`src/hw/rtl/sh24_pkg.sv`:
```
// ----------------------------------------------------------------------------
// sh24_pkg
// Types, constants and the SipRound function of the SipHash-2-4 engine.
// ----------------------------------------------------------------------------
package sh24_pkg;

	localparam int COMPRESS_ROUNDS = 2;
	localparam int FINAL_ROUNDS    = 4;
	localparam int CNT_W           = 3;

	localparam int WORD_W  = 64;
	localparam int TAIL_W  = 3;
	localparam int TOTAL_W = 8;
	localparam int LANES   = 4;

	typedef logic [WORD_W-1:0]             word_t;
	typedef logic [TAIL_W-1:0]             tail_t;
	typedef logic [TOTAL_W-1:0]            total_t;
	typedef logic [LANES-1:0][WORD_W-1:0]  lanes_t;
	typedef logic [CNT_W-1:0]              cnt_t;

	// configuration register indexes
	localparam logic CFG_KEY_LOW  = 1'b0;
	localparam logic CFG_KEY_HIGH = 1'b1;

	localparam word_t IV0 = 64'h736f6d6570736575;
	localparam word_t IV1 = 64'h646f72616e646f6d;
	localparam word_t IV2 = 64'h6c7967656e657261;
	localparam word_t IV3 = 64'h7465646279746573;

	localparam word_t  FINAL_XOR  = 64'h00000000000000ff;
	localparam total_t WORD_BYTES = 8'd8;

	localparam int ROT_A = 13;
	localparam int ROT_B = 32;
	localparam int ROT_C = 16;
	localparam int ROT_D = 21;
	localparam int ROT_E = 17;

	function automatic word_t rotl(input word_t x, input int r);
		rotl = (x << r) | (x >> (WORD_W - r));
	endfunction

	// one SipRound over the four lanes
	function automatic lanes_t sip_round(input lanes_t v_in);
		lanes_t v;
		v = v_in;
		v[0] = v[0] + v[1];
		v[1] = rotl(v[1], ROT_A) ^ v[0];
		v[0] = rotl(v[0], ROT_B);
		v[2] = v[2] + v[3];
		v[3] = rotl(v[3], ROT_C) ^ v[2];
		v[0] = v[0] + v[3];
		v[3] = rotl(v[3], ROT_D) ^ v[0];
		v[2] = v[2] + v[1];
		v[1] = rotl(v[1], ROT_E) ^ v[2];
		v[2] = rotl(v[2], ROT_B);
		sip_round = v;
	endfunction

endpackage

```
`src/hw/rtl/sh24_in_if.sv`:
```
// ----------------------------------------------------------------------------
// sh24_in_if
// Message word channel: valid/ready with word, tail byte count and last flag.
// ----------------------------------------------------------------------------
interface sh24_in_if;
	import sh24_pkg::*;

	logic  valid;
	logic  ready;
	word_t message_word;
	tail_t tail_bytes;
	logic  last;

	modport source (output valid, output message_word, output tail_bytes,
		output last, input ready);
	modport sink (input valid, input message_word, input tail_bytes,
		input last, output ready);
endinterface

```
`src/hw/rtl/sh24_out_if.sv`:
```
// ----------------------------------------------------------------------------
// sh24_out_if
// Hash result channel: valid/ready with the 64-bit hash.
// ----------------------------------------------------------------------------
interface sh24_out_if;
	import sh24_pkg::*;

	logic  valid;
	logic  ready;
	word_t hash_value;

	modport source (output valid, output hash_value, input ready);
	modport sink (input valid, input hash_value, output ready);
endinterface

```
`src/hw/rtl/siphash_2_4_engine.sv`:
```
// A full word takes COMPRESS_ROUNDS SipRounds, one SipRound a cycle. A last
// word takes COMPRESS_ROUNDS + FINAL_ROUNDS; the last final round is held
// until the output slot is free, when the hash goes into the output register.
// Throughput is set by the single shared SipRound unit; in_ch.ready is low
// while a word is being mixed. Reset clears the keys and lanes, and the
// next accepted word starts a new message.
// ----------------------------------------------------------------------------
// siphash_2_4_engine
// Keyed SipHash-2-4 over a stream of 64-bit little-endian message words.
// ----------------------------------------------------------------------------
module siphash_2_4_engine (
	input  logic              clk,
	input  logic              arst_n,
	input  logic              cfg_we,
	input  logic              cfg_index,
	input  sh24_pkg::word_t   cfg_data,
	sh24_in_if.sink           in_ch,
	sh24_out_if.source        out_ch
);
	import sh24_pkg::*;

	typedef enum logic [1:0] {
		ST_IDLE,
		ST_COMPRESS,
		ST_FINAL
	} state_t;

	state_t state_q;
	word_t  key_low_q;
	word_t  key_high_q;
	lanes_t lanes_q;
	word_t  m_q;
	logic   last_q;
	total_t byte_total_q;
	logic   msg_start_q;
	cnt_t   cnt_q;
	logic   out_valid_q;
	word_t  hash_q;

	logic   accept;
	logic   idle;
	total_t total_new;
	word_t  m_acc;
	lanes_t start_lanes;
	lanes_t rnd_in;
	lanes_t rnd_out;
	lanes_t fin_lanes;
	word_t  m_cur;
	logic   last_cur;
	word_t  hash_new;
	logic   cmp_last;
	logic   fin_last;
	logic   out_free;

	assign idle        = (state_q == ST_IDLE);
	assign in_ch.ready = idle;
	assign accept      = in_ch.valid & in_ch.ready;

	assign out_ch.valid      = out_valid_q;
	assign out_ch.hash_value = hash_q;
	assign out_free          = ~out_valid_q | out_ch.ready;

	// key registers
	always_ff @(posedge clk or negedge arst_n) begin
		if (!arst_n) begin
			key_low_q  <= '0;
			key_high_q <= '0;
		end else if (cfg_we) begin
			case (cfg_index)
				CFG_KEY_LOW:  key_low_q  <= cfg_data;
				CFG_KEY_HIGH: key_high_q <= cfg_data;
				default: ;
			endcase
		end
	end

	always_comb begin
		total_new = (msg_start_q ? '0 : byte_total_q)
			+ (in_ch.last ? {{(TOTAL_W-TAIL_W){1'b0}}, in_ch.tail_bytes} : WORD_BYTES);

		// tail packing: keep the low tail bytes, length byte on top
		m_acc = in_ch.message_word;
		if (in_ch.last) begin
			for (int i = 0; i < 8; i++) begin
				if (TAIL_W'(i) >= in_ch.tail_bytes) begin
					m_acc[8*i +: 8] = 8'h00;
				end
			end
			m_acc[WORD_W-1 -: TOTAL_W] = total_new;
		end

		if (msg_start_q) begin
			start_lanes[0] = key_low_q ^ IV0;
			start_lanes[1] = key_high_q ^ IV1;
			start_lanes[2] = key_low_q ^ IV2;
			start_lanes[3] = key_high_q ^ IV3;
		end else begin
			start_lanes = lanes_q;
		end

		rnd_in = lanes_q;
		if (idle) begin
			rnd_in    = start_lanes;
			rnd_in[3] = start_lanes[3] ^ m_acc;
		end
		rnd_out = sip_round(rnd_in);

		m_cur    = idle ? m_acc : m_q;
		last_cur = idle ? in_ch.last : last_q;

		fin_lanes    = rnd_out;
		fin_lanes[0] = rnd_out[0] ^ m_cur;
		if (last_cur) begin
			fin_lanes[2] = rnd_out[2] ^ FINAL_XOR;
		end

		hash_new = rnd_out[0] ^ rnd_out[1] ^ rnd_out[2] ^ rnd_out[3];

		cmp_last = idle ? (COMPRESS_ROUNDS == 1) : (cnt_q == CNT_W'(COMPRESS_ROUNDS - 1));
		fin_last = (cnt_q == CNT_W'(FINAL_ROUNDS - 1));
	end

	always_ff @(posedge clk or negedge arst_n) begin
		if (!arst_n) begin
			state_q      <= ST_IDLE;
			lanes_q      <= '0;
			m_q          <= '0;
			last_q       <= 1'b0;
			byte_total_q <= '0;
			msg_start_q  <= 1'b1;
			cnt_q        <= '0;
			out_valid_q  <= 1'b0;
			hash_q       <= '0;
		end else begin
			// a new hash on the last final round keeps the slot full
			if (out_ch.ready && !(state_q == ST_FINAL && fin_last)) begin
				out_valid_q <= 1'b0;
			end
			case (state_q)
				ST_IDLE: begin
					if (accept) begin
						byte_total_q <= total_new;
						msg_start_q  <= 1'b0;
						m_q          <= m_acc;
						last_q       <= in_ch.last;
						if (cmp_last) begin
							lanes_q <= fin_lanes;
							cnt_q   <= '0;
							state_q <= in_ch.last ? ST_FINAL : ST_IDLE;
						end else begin
							lanes_q <= rnd_out;
							cnt_q   <= CNT_W'(1);
							state_q <= ST_COMPRESS;
						end
					end
				end
				ST_COMPRESS: begin
					if (cmp_last) begin
						lanes_q <= fin_lanes;
						cnt_q   <= '0;
						state_q <= last_q ? ST_FINAL : ST_IDLE;
					end else begin
						lanes_q <= rnd_out;
						cnt_q   <= cnt_q + CNT_W'(1);
					end
				end
				ST_FINAL: begin
					if (fin_last) begin
						// hold on the last round until the output slot frees up
						if (out_free) begin
							hash_q      <= hash_new;
							out_valid_q <= 1'b1;
							msg_start_q <= 1'b1;
							cnt_q       <= '0;
							state_q     <= ST_IDLE;
						end
					end else begin
						lanes_q <= rnd_out;
						cnt_q   <= cnt_q + CNT_W'(1);
					end
				end
				default: begin
					state_q <= ST_IDLE;
				end
			endcase
		end
	end

	a_hash_from_final: assert property (@(posedge clk) disable iff (!arst_n)
		$rose(out_valid_q) |-> $past(state_q == ST_FINAL))
		else $error("hash word raised outside finalization");

	a_final_only_on_last: assert property (@(posedge clk) disable iff (!arst_n)
		state_q == ST_FINAL |-> last_q)
		else $error("finalization entered for a non-last word");

	a_compress_count: assert property (@(posedge clk) disable iff (!arst_n)
		state_q == ST_COMPRESS |-> cnt_q < COMPRESS_ROUNDS)
		else $error("compression round count overran");

	a_new_msg_after_hash: assert property (@(posedge clk) disable iff (!arst_n)
		$rose(out_valid_q) |-> msg_start_q)
		else $error("message start not set after hash");

endmodule
```
`src/flat_wrapper.sv`:
```
// flat-port wrapper written by rule: the top's interface ports become plain ports
module siphash_2_4_engine_flat import sh24_pkg::*;
  (clk, arst_n, cfg_we, cfg_index, cfg_data, in_ch_valid, in_ch_message_word, in_ch_tail_bytes, in_ch_last, in_ch_ready, out_ch_valid, out_ch_hash_value, out_ch_ready);
  sh24_in_if in_ch_i ();
  sh24_out_if out_ch_i ();
  input  logic clk;
  input  logic arst_n;
  input  logic cfg_we;
  input  logic cfg_index;
  input  sh24_pkg::word_t cfg_data;
  input wire logic [$bits(in_ch_i.valid)-1:0] in_ch_valid;
  input wire logic [$bits(in_ch_i.message_word)-1:0] in_ch_message_word;
  input wire logic [$bits(in_ch_i.tail_bytes)-1:0] in_ch_tail_bytes;
  input wire logic [$bits(in_ch_i.last)-1:0] in_ch_last;
  output wire logic [$bits(in_ch_i.ready)-1:0] in_ch_ready;
  output wire logic [$bits(out_ch_i.valid)-1:0] out_ch_valid;
  output wire logic [$bits(out_ch_i.hash_value)-1:0] out_ch_hash_value;
  input wire logic [$bits(out_ch_i.ready)-1:0] out_ch_ready;
  assign in_ch_i.valid = in_ch_valid;
  assign in_ch_i.message_word = in_ch_message_word;
  assign in_ch_i.tail_bytes = in_ch_tail_bytes;
  assign in_ch_i.last = in_ch_last;
  assign in_ch_ready = in_ch_i.ready;
  assign out_ch_valid = out_ch_i.valid;
  assign out_ch_hash_value = out_ch_i.hash_value;
  assign out_ch_i.ready = out_ch_ready;
  siphash_2_4_engine u_core (.clk(clk), .arst_n(arst_n), .cfg_we(cfg_we), .cfg_index(cfg_index), .cfg_data(cfg_data), .in_ch(in_ch_i), .out_ch(out_ch_i));
endmodule
```
`config.mk`:
```
export PLATFORM = sky130hd
export DESIGN_NAME = siphash_2_4_engine_flat
export DESIGN_NICKNAME = d
export VERILOG_FILES = /design/src/hw/rtl/sh24_pkg.sv /design/src/hw/rtl/sh24_in_if.sv /design/src/hw/rtl/sh24_out_if.sv /design/src/hw/rtl/siphash_2_4_engine.sv /design/src/flat_wrapper.sv
export SDC_FILE = /design/constraint.sdc
export NUM_CORES = 2
export LEC_CHECK = 0
export CAP_MARGIN = 10
export CORE_ASPECT_RATIO = 0.8
export CORE_UTILIZATION = 35
export CTS_CLUSTER_DIAMETER = 50
export DETAILED_ROUTE_END_ITERATION = 6
export DONT_BUFFER_PORTS = 1
export PLACE_DENSITY = 0.54
export SETUP_SLACK_MARGIN = 0.05
export SLEW_MARGIN = 40
export SYNTH_ARGS = -nofsm -noshare
export SYNTH_HDL_FRONTEND = slang
export SYNTH_SLANG_ARGS = --single-unit
```
`constraint.sdc`:
```
create_clock -name clk -period 10.7 [get_ports clk]
set_input_delay 0 -clock clk [delete_from_list [all_inputs] [get_ports clk]]
set_output_delay 0 -clock clk [all_outputs]
set_load 0.01 [all_outputs]
```
* After elaboration in Yosys (flattened, before gate mapping)
Index checks and enable logic that the tools add are counted.
** Cells by class
- Reductions and logical operators :: 14
- Bitwise logic cells :: 24
- Equal/unequal tests :: 10
- Multiplexer cells :: 42
- Add/subtract/negate cells :: 6
- Order comparisons :: 7
** Operators by type and width (count)
- $mux W256 :: 4
- $pmux W256 S3 :: 1
- $xor A64 B64 Y64 :: 9
- $add A64 B64 Y64 :: 4
- $mux W136 :: 1
- $mux W64 :: 2
- $or A64 B32 Y64 :: 2
- $mux W8 :: 9
- $or A64 B13 Y64 :: 1
- $or A64 B16 Y64 :: 1
- $or A64 B17 Y64 :: 1
- $or A64 B21 Y64 :: 1
- $not A37 Y37 :: 1
- $not A35 Y35 :: 1
- $not A34 Y34 :: 1
- $not A32 Y32 :: 1
- $mux W2 :: 7
- $mux W3 :: 4
- $mux W1 :: 10
- $ge A3 B3 Y1 const A :: 3
- $pmux W3 S3 :: 1
- $reduce_and A3 Y1 :: 3
- $add A8 B8 Y8 :: 1
- $ne A2 B1 Y1 const B :: 4
- other kinds (23) :: 30
** Storage, ports and cells
- Output and inout bits :: 66
- Input port bits :: 138
- Register bits after elaboration :: 528
- Word-level logic and storage cells :: 117

* Longest topological paths before layout
- Word-level depth :: 14
- Mapped depth :: 39
- Gate-level depth less buffers :: 31

* Worst setup path before layout
OpenSTA, ideal clock, no wires.
- Path type :: register to register
- Start :: register u_core.state_q[0]
- End :: register u_core.hash_q[20], in the netlist u_core.out_ch.hash_value[20]
- Clock period less this slack :: 8.229 ns
- Required time :: 10.575 ns
- Buffers on the path :: 7
- Arrival time :: 8.104 ns
- Setup slack :: 2.471 ns
- Library setup time :: 0.125 ns
- Cell stages (with the launch flop) :: 37
- Cell sequence :: dfrtp_1 inv_1 ha_1 clkbuf_1 nand2_1 clkbuf_1 clkbuf_1 clkbuf_1 clkbuf_1 clkbuf_1 clkbuf_1 nand2_1 o21ai_0 ha_1 inv_1 fa_1 nor2b_1 o31a_1 o31a_1 o211ai_2 o211a_1 o31a_1 o21ai_1 xor2_1 xor2_1 ha_1 and3_1 a221oi_1 o21ai_0 a21oi_1 o21ai_0 a32o_1 a211o_1 nand2_1 xor2_1 xnor3_1 mux2_2
** On the way
- Word-level cells in the longest chain between the ends :: 9
- Elaborated cells between the ends (all ways) :: 21
- Those cells by class :: add/sub: 4; eq/ne: 1; mux: 1; bitwise: 13; reduce/logical: 2
** RTL lines
- start: declaration :: line siphash_2_4_engine.sv:28 : state_t state_q;
- start signal: assignment :: line siphash_2_4_engine.sv:149 : state_q <= in_ch.last ? ST_FINAL : ST_IDLE;
- start signal: assignment :: line siphash_2_4_engine.sv:161 : state_q <= last_q ? ST_FINAL : ST_IDLE;
- $logic_not A2 Y1 * :: line siphash_2_4_engine.sv:55 : assign idle = (state_q == ST_IDLE);
- named net in_ch_ready :: line flat_wrapper.sv:15 : output wire logic [$bits(in_ch_i.ready)-1:0] in_ch_ready;
- $mux W256 * :: line siphash_2_4_engine.sv:102 : if (idle) begin
- $add A64 B64 Y64 / $or A64 B13 Y64 (equally long branches) :: line sh24_pkg.sv:48, sh24_pkg.sv:41
- $xor A64 B64 Y64 :: line sh24_pkg.sv:49 : v[1] = rotl(v[1], ROT_A) ^ v[0];
- $add A64 B64 Y64 / $or A64 B17 Y64 (equally long branches) :: line sh24_pkg.sv:55, sh24_pkg.sv:41
- $xor A64 B64 Y64 :: line sh24_pkg.sv:56 : v[1] = rotl(v[1], ROT_E) ^ v[2];
- $xor A64 B64 Y64 (2 in a row) :: line siphash_2_4_engine.sv:117 : hash_new = rnd_out[0] ^ rnd_out[1] ^ rnd_out[2] ^ rnd_out[3];
- $xor A64 B64 Y64 * :: line siphash_2_4_engine.sv:117
- end signal: assignment :: line siphash_2_4_engine.sv:171 : hash_q <= hash_new;
- end: declaration :: line siphash_2_4_engine.sv:38 : word_t hash_q;
The timed path passes the listed nets; every way through them passes the cells marked *.
A chain may end at the register's enable or synchronous reset.

* Worst setup path after layout
- Start :: register u_core.state_q[0]
- End :: register u_core.hash_q[12], in the netlist u_core.out_ch.hash_value[12]
** On the way
- Word-level cells in the longest chain between the ends :: 9
- Elaborated cells between the ends (all ways) :: 21
- Those cells by class :: add/sub: 4; eq/ne: 1; mux: 1; bitwise: 13; reduce/logical: 2
** RTL lines (line)
- $logic_not A2 Y1 :: siphash_2_4_engine.sv:55
- $mux W256 :: siphash_2_4_engine.sv:102
- $add A64 B64 Y64 / $or A64 B13 Y64 (equally long branches) :: sh24_pkg.sv:48, sh24_pkg.sv:41
- $xor A64 B64 Y64 :: sh24_pkg.sv:49
- $add A64 B64 Y64 / $or A64 B17 Y64 (equally long branches) :: sh24_pkg.sv:55, sh24_pkg.sv:41
- $xor A64 B64 Y64 :: sh24_pkg.sv:56
- $xor A64 B64 Y64 (3 in a row) :: siphash_2_4_engine.sv:117
Parallel ways exist; a longest one is shown, timed or not.

==> results.py <==
metrics = {
    "place": {
        "dp_hpwl_mm": 213,
        "placed_cells": 7088,
        "gp_congestion": 1.14,
        "port_buffers": 0,
        "pre_cts_slack_ps": 1390,
    },
    "global_routing": {
        "antenna_found_initial": 21,
        "grt_use_total_pct": 39.7,
        "grt_max_degree": 529,
        "first_global_vias": 41600,
        "grt_pass1_wl_mm": 347,
        "overflow": 0,
    },
    "detailed_routing": {
        "wl_per_cell_um": 34.4,
        "dr.pass1.iters": 7,
        "routed_via_density": 5.96,
        "drc": 2,
        "wl_mm": 260,
        "ant_nets": 0,
        "route.vias.total": 44900,
        "drt_iter0_markers": 6249,
    },
    "die": {
        "die-area_sq_mm": 0.128,
        "die_y_um": 320,
        "core_region_area_sq_mm": 0.125,
        "initial_core_util_pct": 35.3,
        "ioPinCount": 204,
        "die_w_um": 399,
        "std_cell_rows": 116,
    },
    "hold_path": {
        "hp-class": "in -> reg",
        "hp-start": "cfg_data[61]",
        "hold_depth": 2,
        "holdPathEnd": "u_core.key_low_q[61]",
    },
    "clock_tree": {
        "clk_latency_ps": 730,
        "clock-sinks": 528,
        "cts_buffer_depth": 3,
        "htree_levels": 3,
        "cts_tree": "yes",
        "cts_root_buf": "clkbuf_16",
        "postCtsSetupBuffers": 0,
        "ctsResizeCount": 0,
        "clkTransAtPathRegs_ps": 60,
        "numCtsBuffers": 81,
        "cts_hold_buffers": 283,
    },
    "critical_path": {
        "worst_r2r_endpoint": "u_core.out_ch.hash_value[12]",
        "r2r_cells": 33,
        "cp_slowest_cell": "buf_4",
        "cp-end-kind": "register",
        "critPathArrivalTime_ps": 10420,
        "regToRegSetupSlack_ps": 890,
        "critPathKind": "reg -> reg",
        "cp-start-kind": "register",
        "cp_data_required_time_ps": 11300,
        "r2r-start": "u_core.state_q[0]",
        "crit_fanout": 61,
        "critical_path.max_stage_delay_ps": 660,
        "path_common_cell": "a21oi_1",
    },
    "timing": {
        "finalHoldViolations": 0,
        "skew_ps": 38.5,
        "tns_ps": 0,
        "rsz0062_at_grt": "no",
        "worst_slew_pin_slew_ps": 1090,
        "slew_headroom_pct": 26.9,
        "slew_violations": 0,
        "fin_crit_sh_pct": 91.7,
        "period_needed_ps": 9810,
        "fin_ws_ps": 886,
        "setup_viol": 0,
        "fmax_ghz": 0.102,
    },
    "synth": {
        "synth_edf_count": 0,
        "synth_most_common_cell": "nand2_1",
        "async_flop_share_pct": 100,
        "synth_area_leaders": "dfrtp_1, nand2_1, xnor2_1",
        "synth_top_area_share_pct": 29.8,
        "synthCells": 5457,
        "synth-main-ff-cell": "dfrtp_1",
        "synth_common_cells": "nand2_1, o21ai_0, dfrtp_1, a21oi_1, xnor2_1",
        "post_synth.cell_area_avg_sq_um": 8.10,
        "ys_warn_count": 0,
        "syn-num-nets": 5865,
        "ys_types": 107,
        "synth-seq-area-share_pct": 29.9,
        "synth_area_sq_mm": 0.0442,
        "ys_ff_latch": 528,
        "yosysTopAreaCell": "dfrtp_1",
    },
    "finish": {
        "final_core_util_pct": 42.9,
        "fin_nets": 6219,
        "final_cells": 7536,
        "syn_to_final_growth_pct": 21.6,
        "drive_gt1_share_pct": 12.5,
    },
    "flow_run": {
        "cap_violations": 0,
    },
    "outcome": {
        "violations": "design-rule violations",
        "status": "finished, violations left",
    },
}
-- metrics by stage --
| step | hold slack (ps) | area [sq um] |
|---|---|---|
| floorplan | -296 | 44200 |
| global placement | -270 | 47500 |
| detailed placement | -267 | 47800 |
| CTS | -1030 | 53500 |
| global route | 30.5 | 53800 |
| finish | 36.2 | 53800 |
-- critical path: cells and delay by family (launching register included) --
family | cells | cell delay (ps)
and+or+nand+nor | 1 | 490
AOI/OAI and AO/OA | 15 | 3380
buffers and inverters | 7 | 1570
xor gates and xnor gates | 5 | 1570
adders and majority gates | 3 | 1290
muxes | 2 | 890
DFF | 1 | 410
-- metal layers --
metal / GRT usage (%) / share of wire, %
met3: 12.9 / 11
met2: 54.6 / 39
met1: 53.2 / 42
met5: 0 / 0.047
met4: 24.5 / 7.6
-- cells by family after synthesis --
family,count (synthesis),synth area share [%]
xor+xnor,788,16.4
simple gates,1659,16.2
mux,170,4.26
compound gates,1599,21.7
buf+inv,443,3.86
flops,528,29.9
fa+ha+maj,270,7.72
-- worst max-delay path by stage --
stage	startpoint	end	slack, ps	cells past startpoint
CTS	u_core.state_q[0]	u_core.lanes_q[114]	1370	27
global placement	u_core.state_q[0]	u_core.out_ch.hash_value[54]	570	31
finish	u_core.state_q[0]	u_core.out_ch.hash_value[12]	890	33
floorplan	u_core.state_q[0]	u_core.out_ch.hash_value[20]	2470	36
global route	u_core.state_q[0]	u_core.lanes_q[114]	760	30
detailed placement	u_core.state_q[0]	u_core.out_ch.hash_value[18]	1390	28
-- sequential cells by signal, indices dropped and copies added, names as in the netlist --
name,cells
u_core.key_low_q,64
u_core.lanes_q,256
u_core.last_q,1
u_core.cnt_q,3
u_core.state_q,2
u_core.key_high_q,64
u_core.out_ch.hash_value,64
u_core.msg_start_q,1
u_core.m_q,64
u_core.out_ch.valid,1
u_core.byte_total_q,8
-- cells in the final DEF, fill, tap and decap left out, drive strengths merged, types with 105 or more instances in the layout --
cell type and count:
dfrtp 527, xor2 361, a21o 169, inv 167, nor3 105, xnor2 409
mux2 145, nand2 1082, ha 265, nor2 154, buf 285, o21ai 700
dlygate4sd3 284, a21oi 407
-- layout make-up --
| type | count | area (sq um) |
|---|---|---|
| clock inverters | 53 | 679 |
| flip-flops and latches | 528 | 13200 |
| diodes | 7 | 17.5 |
| clock buffers | 96 | 2170 |
| inverters | 145 | 546 |
| repair buffers | 569 | 5180 |
| multi-input cells | 4486 | 29900 |
| well taps | 1652 | 2070 |
| fillers | 12500 | 71500 |
Power is not shown: default switching activity piles up to over one toggle a cycle in this logic, so the estimate is an artifact.
